[src/hdl/awsu_pkg.sv]
`timescale 1ns / 1ps

package awsu_pkg;

  // Grid geometry and stencil reach.
  localparam int GRID_WIDTH = 1024;
  localparam int MAX_ROWS   = 1024;
  localparam int RADIUS     = 4;

  localparam int WIN_DEPTH  = 2 * RADIUS * GRID_WIDTH + 1;
  localparam int WIN_AW     = $clog2(WIN_DEPTH);
  localparam int SIDE_DEPTH = RADIUS * GRID_WIDTH;
  localparam int SIDE_AW    = $clog2(SIDE_DEPTH);
  localparam int MID_LAG    = RADIUS * GRID_WIDTH;

  localparam int ROW_W = $clog2(MAX_ROWS);
  localparam int COL_W = $clog2(GRID_WIDTH);
  localparam int POS_W = 10;

  // Center, then right, left, lower and upper arms of the cross.
  localparam int NUM_TAPS = 4 * RADIUS + 1;
  localparam int TAP_W    = $clog2(NUM_TAPS);

  localparam int NUM_COEF = 5;
  localparam int COEF_AW  = $clog2(NUM_COEF);

  localparam int CFG_AW = 3;
  localparam int CFG_DW = 32;

  localparam logic [CFG_AW-1:0] REG_COEFF_CENTER = CFG_AW'(0);
  localparam logic [CFG_AW-1:0] REG_COEFF_ONE    = CFG_AW'(1);
  localparam logic [CFG_AW-1:0] REG_COEFF_TWO    = CFG_AW'(2);
  localparam logic [CFG_AW-1:0] REG_COEFF_THREE  = CFG_AW'(3);
  localparam logic [CFG_AW-1:0] REG_COEFF_FOUR   = CFG_AW'(4);
  localparam logic [CFG_AW-1:0] REG_TIME_STEP    = CFG_AW'(5);
  localparam logic [CFG_AW-1:0] REG_INV_DX_SQ    = CFG_AW'(6);
  localparam logic [CFG_AW-1:0] REG_INV_DZ_SQ    = CFG_AW'(7);

  localparam int ONE_Q16 = 65536;

  localparam int IN_TDATA_W  = 128;
  localparam int OUT_TDATA_W = 56;

  // Divider: 48-bit dividend, 33-bit divisor, one quotient bit per cycle.
  localparam int DIV_N  = 48;
  localparam int DIV_DW = 33;
  localparam int DIV_CW = $clog2(DIV_N + 1);
  localparam logic [DIV_N-1:0] DIV_A_NUM = DIV_N'(64'd1 << 33);

  typedef enum logic [4:0] {
    S_IDLE,
    S_TAP_RD,
    S_TAP_MUL,
    S_TAP_ACC,
    S_LAPX_MUL,
    S_LAPX_ACC,
    S_LAPZ_MUL,
    S_LAPZ_ACC,
    S_DT2_MUL,
    S_DT2_SET,
    S_V2_MUL,
    S_V2_SET,
    S_K_MUL,
    S_K_SET,
    S_DD_MUL,
    S_DD_SET,
    S_DIVA_GO,
    S_DIVA_WAIT,
    S_DIVB_GO,
    S_DIVB_WAIT,
    S_DIVG_GO,
    S_DIVG_WAIT,
    S_NA_MUL,
    S_NA_ACC,
    S_NB_MUL,
    S_NB_ACC,
    S_NG_MUL,
    S_NG_ACC,
    S_OUT
  } ctrl_state_e;

  typedef enum logic [4:0] {
    OP_NOP,
    OP_LOAD,
    OP_TAP_RD,
    OP_MUL,
    OP_TAP_ACC,
    OP_LAPX_ACC,
    OP_LAPZ_ACC,
    OP_DT2_SET,
    OP_V2_SET,
    OP_K_SET,
    OP_DD_SET,
    OP_DIV_GO,
    OP_DIV_WAIT,
    OP_NA_ACC,
    OP_NB_ACC,
    OP_NG_ACC,
    OP_OUT
  } dp_op_e;

  typedef enum logic [3:0] {
    MS_TAP,
    MS_LAPX,
    MS_LAPZ,
    MS_DT2,
    MS_V2,
    MS_K,
    MS_DD,
    MS_NA,
    MS_NB,
    MS_NG
  } mul_sel_e;

  typedef enum logic [1:0] {
    DS_A,
    DS_B,
    DS_G
  } div_sel_e;

  typedef struct packed {
    dp_op_e           op;
    mul_sel_e         mul;
    div_sel_e         div;
    logic [TAP_W-1:0] tap;
  } awsu_cmd_t;

  typedef struct packed {
    logic emit;
    logic div_done;
    logic out_free;
  } awsu_sts_t;

  typedef struct packed {
    logic [WIN_AW-1:0]  lag;
    logic [COEF_AW-1:0] coef;
    logic               to_x;
    logic               to_z;
  } tap_info_t;

  // Window lag, weight and target sum of one tap of the cross.
  function automatic tap_info_t tap_info(input logic [TAP_W-1:0] tap);
    tap_info_t ti;
    int t;
    int i;
    int lag;
    t = int'(tap);
    ti.to_x = 1'b0;
    ti.to_z = 1'b0;
    if (t == 0) begin
      i = 0;
      lag = MID_LAG;
      ti.to_x = 1'b1;
      ti.to_z = 1'b1;
    end else if (t <= RADIUS) begin
      i = t;
      lag = MID_LAG - i;
      ti.to_x = 1'b1;
    end else if (t <= 2 * RADIUS) begin
      i = t - RADIUS;
      lag = MID_LAG + i;
      ti.to_x = 1'b1;
    end else if (t <= 3 * RADIUS) begin
      i = t - 2 * RADIUS;
      lag = (RADIUS - i) * GRID_WIDTH;
      ti.to_z = 1'b1;
    end else begin
      i = t - 3 * RADIUS;
      lag = (RADIUS + i) * GRID_WIDTH;
      ti.to_z = 1'b1;
    end
    ti.lag  = WIN_AW'(lag);
    ti.coef = COEF_AW'(i);
    return ti;
  endfunction

endpackage

[src/hdl/awsu_ctrl.sv]
`timescale 1ns / 1ps

module awsu_ctrl (
  input  logic                clk_i,
  input  logic                rst_ni,
  input  logic                in_valid_i,
  output logic                in_ready_o,
  input  awsu_pkg::awsu_sts_t sts_i,
  output awsu_pkg::awsu_cmd_t cmd_o
);
  import awsu_pkg::*;

  localparam logic [TAP_W-1:0] TAP_LAST = TAP_W'(NUM_TAPS - 1);

  ctrl_state_e      state_q, state_d;
  logic [TAP_W-1:0] tap_q, tap_d;

  always_ff @(posedge clk_i or negedge rst_ni) begin
    if (!rst_ni) begin
      state_q <= S_IDLE;
      tap_q   <= '0;
    end else begin
      state_q <= state_d;
      tap_q   <= tap_d;
    end
  end

  always_comb begin
    state_d = state_q;
    tap_d   = tap_q;
    unique case (state_q)
      S_IDLE: begin
        tap_d = '0;
        if (in_valid_i && sts_i.emit) begin
          state_d = S_TAP_RD;
        end
      end
      S_TAP_RD:  state_d = S_TAP_MUL;
      S_TAP_MUL: state_d = S_TAP_ACC;
      S_TAP_ACC: begin
        if (tap_q == TAP_LAST) begin
          state_d = S_LAPX_MUL;
        end else begin
          tap_d   = tap_q + 1'b1;
          state_d = S_TAP_RD;
        end
      end
      S_LAPX_MUL: state_d = S_LAPX_ACC;
      S_LAPX_ACC: state_d = S_LAPZ_MUL;
      S_LAPZ_MUL: state_d = S_LAPZ_ACC;
      S_LAPZ_ACC: state_d = S_DT2_MUL;
      S_DT2_MUL:  state_d = S_DT2_SET;
      S_DT2_SET:  state_d = S_V2_MUL;
      S_V2_MUL:   state_d = S_V2_SET;
      S_V2_SET:   state_d = S_K_MUL;
      S_K_MUL:    state_d = S_K_SET;
      S_K_SET:    state_d = S_DD_MUL;
      S_DD_MUL:   state_d = S_DD_SET;
      S_DD_SET:   state_d = S_DIVA_GO;
      S_DIVA_GO:  state_d = S_DIVA_WAIT;
      S_DIVA_WAIT: begin
        if (sts_i.div_done) begin
          state_d = S_DIVB_GO;
        end
      end
      S_DIVB_GO:  state_d = S_DIVB_WAIT;
      S_DIVB_WAIT: begin
        if (sts_i.div_done) begin
          state_d = S_DIVG_GO;
        end
      end
      S_DIVG_GO:  state_d = S_DIVG_WAIT;
      S_DIVG_WAIT: begin
        if (sts_i.div_done) begin
          state_d = S_NA_MUL;
        end
      end
      S_NA_MUL:   state_d = S_NA_ACC;
      S_NA_ACC:   state_d = S_NB_MUL;
      S_NB_MUL:   state_d = S_NB_ACC;
      S_NB_ACC:   state_d = S_NG_MUL;
      S_NG_MUL:   state_d = S_NG_ACC;
      S_NG_ACC:   state_d = S_OUT;
      S_OUT: begin
        if (sts_i.out_free) begin
          state_d = S_IDLE;
        end
      end
      default:    state_d = S_IDLE;
    endcase
  end

  always_comb begin
    in_ready_o = 1'b0;
    cmd_o.op   = OP_NOP;
    cmd_o.mul  = MS_TAP;
    cmd_o.div  = DS_A;
    cmd_o.tap  = tap_q;
    unique case (state_q)
      S_IDLE: begin
        in_ready_o = 1'b1;
        if (in_valid_i) begin
          cmd_o.op = OP_LOAD;
        end
      end
      S_TAP_RD:    cmd_o.op = OP_TAP_RD;
      S_TAP_MUL:   cmd_o.op = OP_MUL;
      S_TAP_ACC:   cmd_o.op = OP_TAP_ACC;
      S_LAPX_MUL: begin
        cmd_o.op  = OP_MUL;
        cmd_o.mul = MS_LAPX;
      end
      S_LAPX_ACC:  cmd_o.op = OP_LAPX_ACC;
      S_LAPZ_MUL: begin
        cmd_o.op  = OP_MUL;
        cmd_o.mul = MS_LAPZ;
      end
      S_LAPZ_ACC:  cmd_o.op = OP_LAPZ_ACC;
      S_DT2_MUL: begin
        cmd_o.op  = OP_MUL;
        cmd_o.mul = MS_DT2;
      end
      S_DT2_SET:   cmd_o.op = OP_DT2_SET;
      S_V2_MUL: begin
        cmd_o.op  = OP_MUL;
        cmd_o.mul = MS_V2;
      end
      S_V2_SET:    cmd_o.op = OP_V2_SET;
      S_K_MUL: begin
        cmd_o.op  = OP_MUL;
        cmd_o.mul = MS_K;
      end
      S_K_SET:     cmd_o.op = OP_K_SET;
      S_DD_MUL: begin
        cmd_o.op  = OP_MUL;
        cmd_o.mul = MS_DD;
      end
      S_DD_SET:    cmd_o.op = OP_DD_SET;
      S_DIVA_GO:   cmd_o.op = OP_DIV_GO;
      S_DIVA_WAIT: cmd_o.op = OP_DIV_WAIT;
      S_DIVB_GO: begin
        cmd_o.op  = OP_DIV_GO;
        cmd_o.div = DS_B;
      end
      S_DIVB_WAIT: begin
        cmd_o.op  = OP_DIV_WAIT;
        cmd_o.div = DS_B;
      end
      S_DIVG_GO: begin
        cmd_o.op  = OP_DIV_GO;
        cmd_o.div = DS_G;
      end
      S_DIVG_WAIT: begin
        cmd_o.op  = OP_DIV_WAIT;
        cmd_o.div = DS_G;
      end
      S_NA_MUL: begin
        cmd_o.op  = OP_MUL;
        cmd_o.mul = MS_NA;
      end
      S_NA_ACC:    cmd_o.op = OP_NA_ACC;
      S_NB_MUL: begin
        cmd_o.op  = OP_MUL;
        cmd_o.mul = MS_NB;
      end
      S_NB_ACC:    cmd_o.op = OP_NB_ACC;
      S_NG_MUL: begin
        cmd_o.op  = OP_MUL;
        cmd_o.mul = MS_NG;
      end
      S_NG_ACC:    cmd_o.op = OP_NG_ACC;
      S_OUT: begin
        if (sts_i.out_free) begin
          cmd_o.op = OP_OUT;
        end
      end
      default: ;
    endcase
  end

endmodule

[config.mk]
export PLATFORM = sky130hd
export DESIGN_NAME = awsu_ctrl
export DESIGN_NICKNAME = d
export VERILOG_FILES = /design/src/hdl/awsu_pkg.sv /design/src/hdl/awsu_ctrl.sv
export SDC_FILE = /design/constraint.sdc
export NUM_CORES = 1
export LEC_CHECK = 0
export BUFFER_PORTS_ARGS = -buffer_cell sky130_fd_sc_hd__buf_4
export CAP_MARGIN = 40
export CORE_ASPECT_RATIO = 0.8
export CORE_UTILIZATION = 50
export DETAILED_ROUTE_END_ITERATION = 10
export GPL_ROUTABILITY_DRIVEN = 1
export HOLD_SLACK_MARGIN = 0.15
export PLACE_DENSITY = 0.74
export SYNTH_ARGS = -nofsm -noshare
export SYNTH_HDL_FRONTEND = slang
export SYNTH_SLANG_ARGS = --single-unit
[constraint.sdc]
create_clock -name clk_i -period 2 [get_ports clk_i]
set_input_delay 0.5 -clock clk_i [delete_from_list [all_inputs] [get_ports clk_i]]
set_output_delay 0.5 -clock clk_i [all_outputs]
set_load 0.1 [all_outputs]
==> run summary, run 1 <==
cells after synthesis: 109
clock buffer depth: 2
Area after DPL: 1222 µm²
Die W: 47.68 µm
Async S/R FF share, synth: 100.0%
Synth Area in Compound Gates: 25.34%
CTS buffer count: 3
Post-Synth XOR/XNOR Area: 2.099%
die height: 38.54 µm
mux share of post-synthesis cell area: 1.199%
hpwl dp: 1.802 mm
# rows: 12
Synth Area in Adders: 2.999%
Initial Util: 56.72%
Sink Count: 10
root buffer cell: clkbuf_4
Syn Area/Cell: 7.656 µm²
synth top area cells: dfrtp_1 (30%), nand2_1 (6.3%), nor3_1 (4.2%), nor2_1 (3.6%), clkbuf_1 (3.1%)
stop err: [ERROR DPL-0038] Utilization greater than 100%, impossible to legalize
Synth area leader: dfrtp_1
number of flops mapped to enable cells by yosys: 0
largest family of logic cells by synthesized area: simple AND/OR/NAND/NOR gates
CTS-repair resized insts: 51
hold_buf cts: 1
Post-synth top flop: dfrtp_1
simple-gate share of the synthesized area: 31.78%
Exit stage: clock tree synthesis (4_1_cts)
Top-Level Pins: 23
Ys Warns: 0
Synth cell types: 38
Placer Congestion: 0.8461
Post-CTS Repair Setup Buffers: 6
Synth Register Bits: 10
# port buffers: 22
Synth top area share: 29.99%
status: did not finish
syn_nets: 117
CTS H-Tree Depth: 1
Seq/Total Area, Yosys: 29.99%
mapped cell area: 834.6 µm²
stage by stage:
step | worst slack (ns) | hold slack [ns] | instances
floorplan | -0.3790 | 0.2044 | 109
global placement | 0.04349 | 0.3312 | 160
detailed placement | 0.004840 | 0.3330 | 160
cell usage after synthesis (all sizes together) (2+ instances only):
| cell type | instances |
|---|---|
| ha | 2 |
| nor2b | 2 |
| xnor2 | 2 |
| nand2 | 14 |
| or3 | 3 |
| o31ai | 4 |
| nor4bb | 2 |
| dfrtp | 10 |
| nor2 | 8 |
| a21oi | 5 |
| and3 | 4 |
| nor3 | 7 |
| o22ai | 2 |
| nand3 | 5 |
| o21a | 3 |
| nor3b | 2 |
| o21ai | 5 |
| buf | 3 |
| a211oi | 2 |
| inv | 3 |
| clkbuf | 7 |
kinds of logic after synthesis:
group / after synthesis
buffers and inverters: 14
XOR/XNOR: 2
AND/OR/NAND/NOR: 50
AO/OA/AOI/OAI: 30
adder cells (fa/ha/maj): 2
flip-flops: 10
multiplexers: 1
==> run 2, diff against run 1 <==
Settings changed: CORE_AREA from default to 2 2 63 65, CORE_ASPECT_RATIO 0.8 to default, CORE_UTILIZATION 50 to default, DIE_AREA from default to 0 0 65 67, HOLD_SLACK_MARGIN 0.15 to default, PLACE_DENSITY 0.74 to default, PLACE_DENSITY_LB_ADDON from default to 0.15.
==> run 2 against run 1 <==
- the flow now finishes, with violations (negative setup slack)
- synthesized area unchanged
- synthesized cell count stayed put
==> run summary, run 2 <==
status: finished, violations left
failing checks: negative setup slack
post-layout net count: 155
Crit. End Element: output pin
number of flops mapped to enable cells by yosys: 0 (unchanged)
most frequent cell after synthesis: nand2_1
Post-synth top cells: nand2_1 (14), dfrtp_1 (10), nor2_1 (8)
Final setup viols: 6
Max Clock Freq: 0.4716 GHz
Top Registers: state_q (5), tap_q (5)
worst slew pin tran: 0.4992 ns
Slew Viols, Final: 0
Cell Chain, Critical Path: or3_4 -> or3_4 -> clkinv_4 -> buf_12
Synth top area share: 29.99% (unchanged)
mapped cell area: 834.6 µm² (unchanged)
CP peak stage delay: 0.41 ns
Sink Count: 10 (unchanged)
antenna viol nets, final: 0
Iteration-0 DRC Markers: 32
RSZ-0062 raised after global routing: yes
Fin. Hold Viols: 0
r2r worst-path depth: 6
Max Cap Viol: 0
vias in the first global route: 871
Seq/Total Area, Yosys: 29.99% (unchanged)
Clk pin slew, worst setup/hold paths: 0.05 ns
# rows: 22 (+10)
cells after synthesis: 109 (unchanged)
WHS: 0.07958 ns
Worst Path Required: 1.50 ns
hold_buf cts: 0 (-1)
initial antenna violation count: 0
vias per cell: 4.809
drt pass-1 iters: 4
Finished Cell Area: 1495 µm²
reg2reg start: state_q[4]$_DFFE_PN0P_
met3 Usage GRT: 2.534%
Placer Congestion: 0.8225 (-2.8%)
layout cells sized above 1: 50.00%
hpwl dp: 1.891 mm (+4.9%)
Tmin final: 2.120 ns
WP data arrival: 1.62 ns
first-pass GRT wire length: 4.278 mm
R2R setup slack: 0.21 ns
Top Usage Layer GRT: met2
startpoint types: flop
Syn Area/Cell: 7.656 µm² (unchanged)
ANT cells: 0
Ys Warns: 0 (unchanged)
CTS H-Tree Depth: 1 (unchanged)
root buffer cell: clkbuf_8
CP startpoint: state_q[4]$_DFFE_PN0P_
GRT overflow: 0
clock buffer depth: 2 (unchanged)
pre-CTS setup slack: 0.01177 ns (+0.006932 ns)
Synth Register Bits: 10 (unchanged)
met1 Use GR: 18.25%
Rel. slew slack: 66.27%
synth top area cells: dfrtp_1 (30%), nand2_1 (6.3%), nor3_1 (4.2%), nor2_1 (3.6%), clkbuf_1 (3.1%)
Top-Level Pins: 23 (unchanged)
Area after DPL: 1264 µm² (+3.4%)
pin count of the biggest net entering global routing: 16
worst setup path class: reg2out
syn_nets: 117 (unchanged)
# port buffers: 22 (unchanged)
Worst Skew: 0.01406 ns
most common cell after layout, fill and taps aside: buf_4
Synth area leader: dfrtp_1
Clk Latency, worst-skew pair: 0.24 ns
Setup TNS Final: -0.3788 ns
Post-synth top flop: dfrtp_1
die height: 67 µm (+74%)
Max Fanout on Critical Path: 4
final worst path period share: 106.0%
CTS tree: built
Die Area: 4355 µm²
# DRC: 0
CTS buffer count: 3 (unchanged)
most frequent cells in the layout: buf_4 (27), nand2_1 (14), buf_6 (9), buf_12 (7)
Initial Util: 23.14% (-34 points)
Worst Setup Slack, final: -0.1203 ns
Synth cell types: 38 (unchanged)
Overall Global Routing Usage: 12.76%
Die W: 65 µm (+36%)
per-cell routed wire length: 13.37 µm
Layout area overhead: 79.16%
vias after detailed routing: 933
Post-Route WL: 2.593 mm
Crit-path slowest cell: or3_4
HP Class: in2async
met2 GRT Util: 18.69%
Core ar.: 3606 µm²
R2R Path End: state_q[2]$_DFFE_PN0P_
Async S/R FF share, synth: 100.0% (unchanged)
most used cell, CP: or3_4
run 2: metal layers:
| metal | share of wire, % | routed length, µm |
|---|---|---|
| met5 | 0 | 0 |
| met4 | 1.0 | 27 |
| met3 | 2.6 | 68 |
| met2 | 47 | 1214 |
| met1 | 49 | 1282 |
run 2: logic make-up (layout without fill, tap and decap cells):
kind of cell,after synthesis,count (layout),synth area share (%)
adders and majority gates,2,2,2.998
DFF,10,10,29.99
AOI/OAI and AO/OA,30,30,25.34
buffers and inverters,14,51,6.596
and+or+nand+nor,50,50,31.78
muxes,1,1,1.199
xor gates and xnor gates,2,2,2.099
run 2: per-stage QoR:
stage | util (%) | instances
5_1_grt | 41.46 | 194
3_3_place_gp | 35.05 | 188
3_5_place_dp | 35.05 | 188
6_report | 41.46 | 194
2_1_floorplan | - | 109
4_1_cts | 40.22 | 193
run 2: area by class of cell:
cell class / count / area, µm²
Inverter: 4 / 25.02
Multi-Input combinational cell: 85 / 665.6
Sequential cell: 10 / 255.2
Fill cell: 351 / 2111
Tap cell: 48 / 60.06
Clock buffer: 4 / 45.04
Timing Repair Buffer: 43 / 444.2
run 2: how the worst max path moves through the flow:
stage	end	slack, ns	depth (start not counted)
floorplan	cmd_o[7]	-0.38	3
global placement	in_ready_o	0.02	4
detailed placement	in_ready_o	0.01	4
CTS	in_ready_o	-0.12	4
global route	cmd_o[11]	-0.17	5
finish	in_ready_o	-0.12	4
run 2: critical path: cells and delay by family (launching register included):
kind,cells,cell delay (ns)
simple gates,2,0.78
buf+inv,2,0.23
flops,1,0.38
run 2: timing repair:
item | in CTS | in global routing
setup endpoints to repair | 11 | 12
resized for setup | 34 | 9
setup buffers | 1 | 1
pin swaps | 0 | 1
Power of run 2 is not shown: default switching activity piles up to over one toggle a cycle in this logic, so the estimate is an artifact.
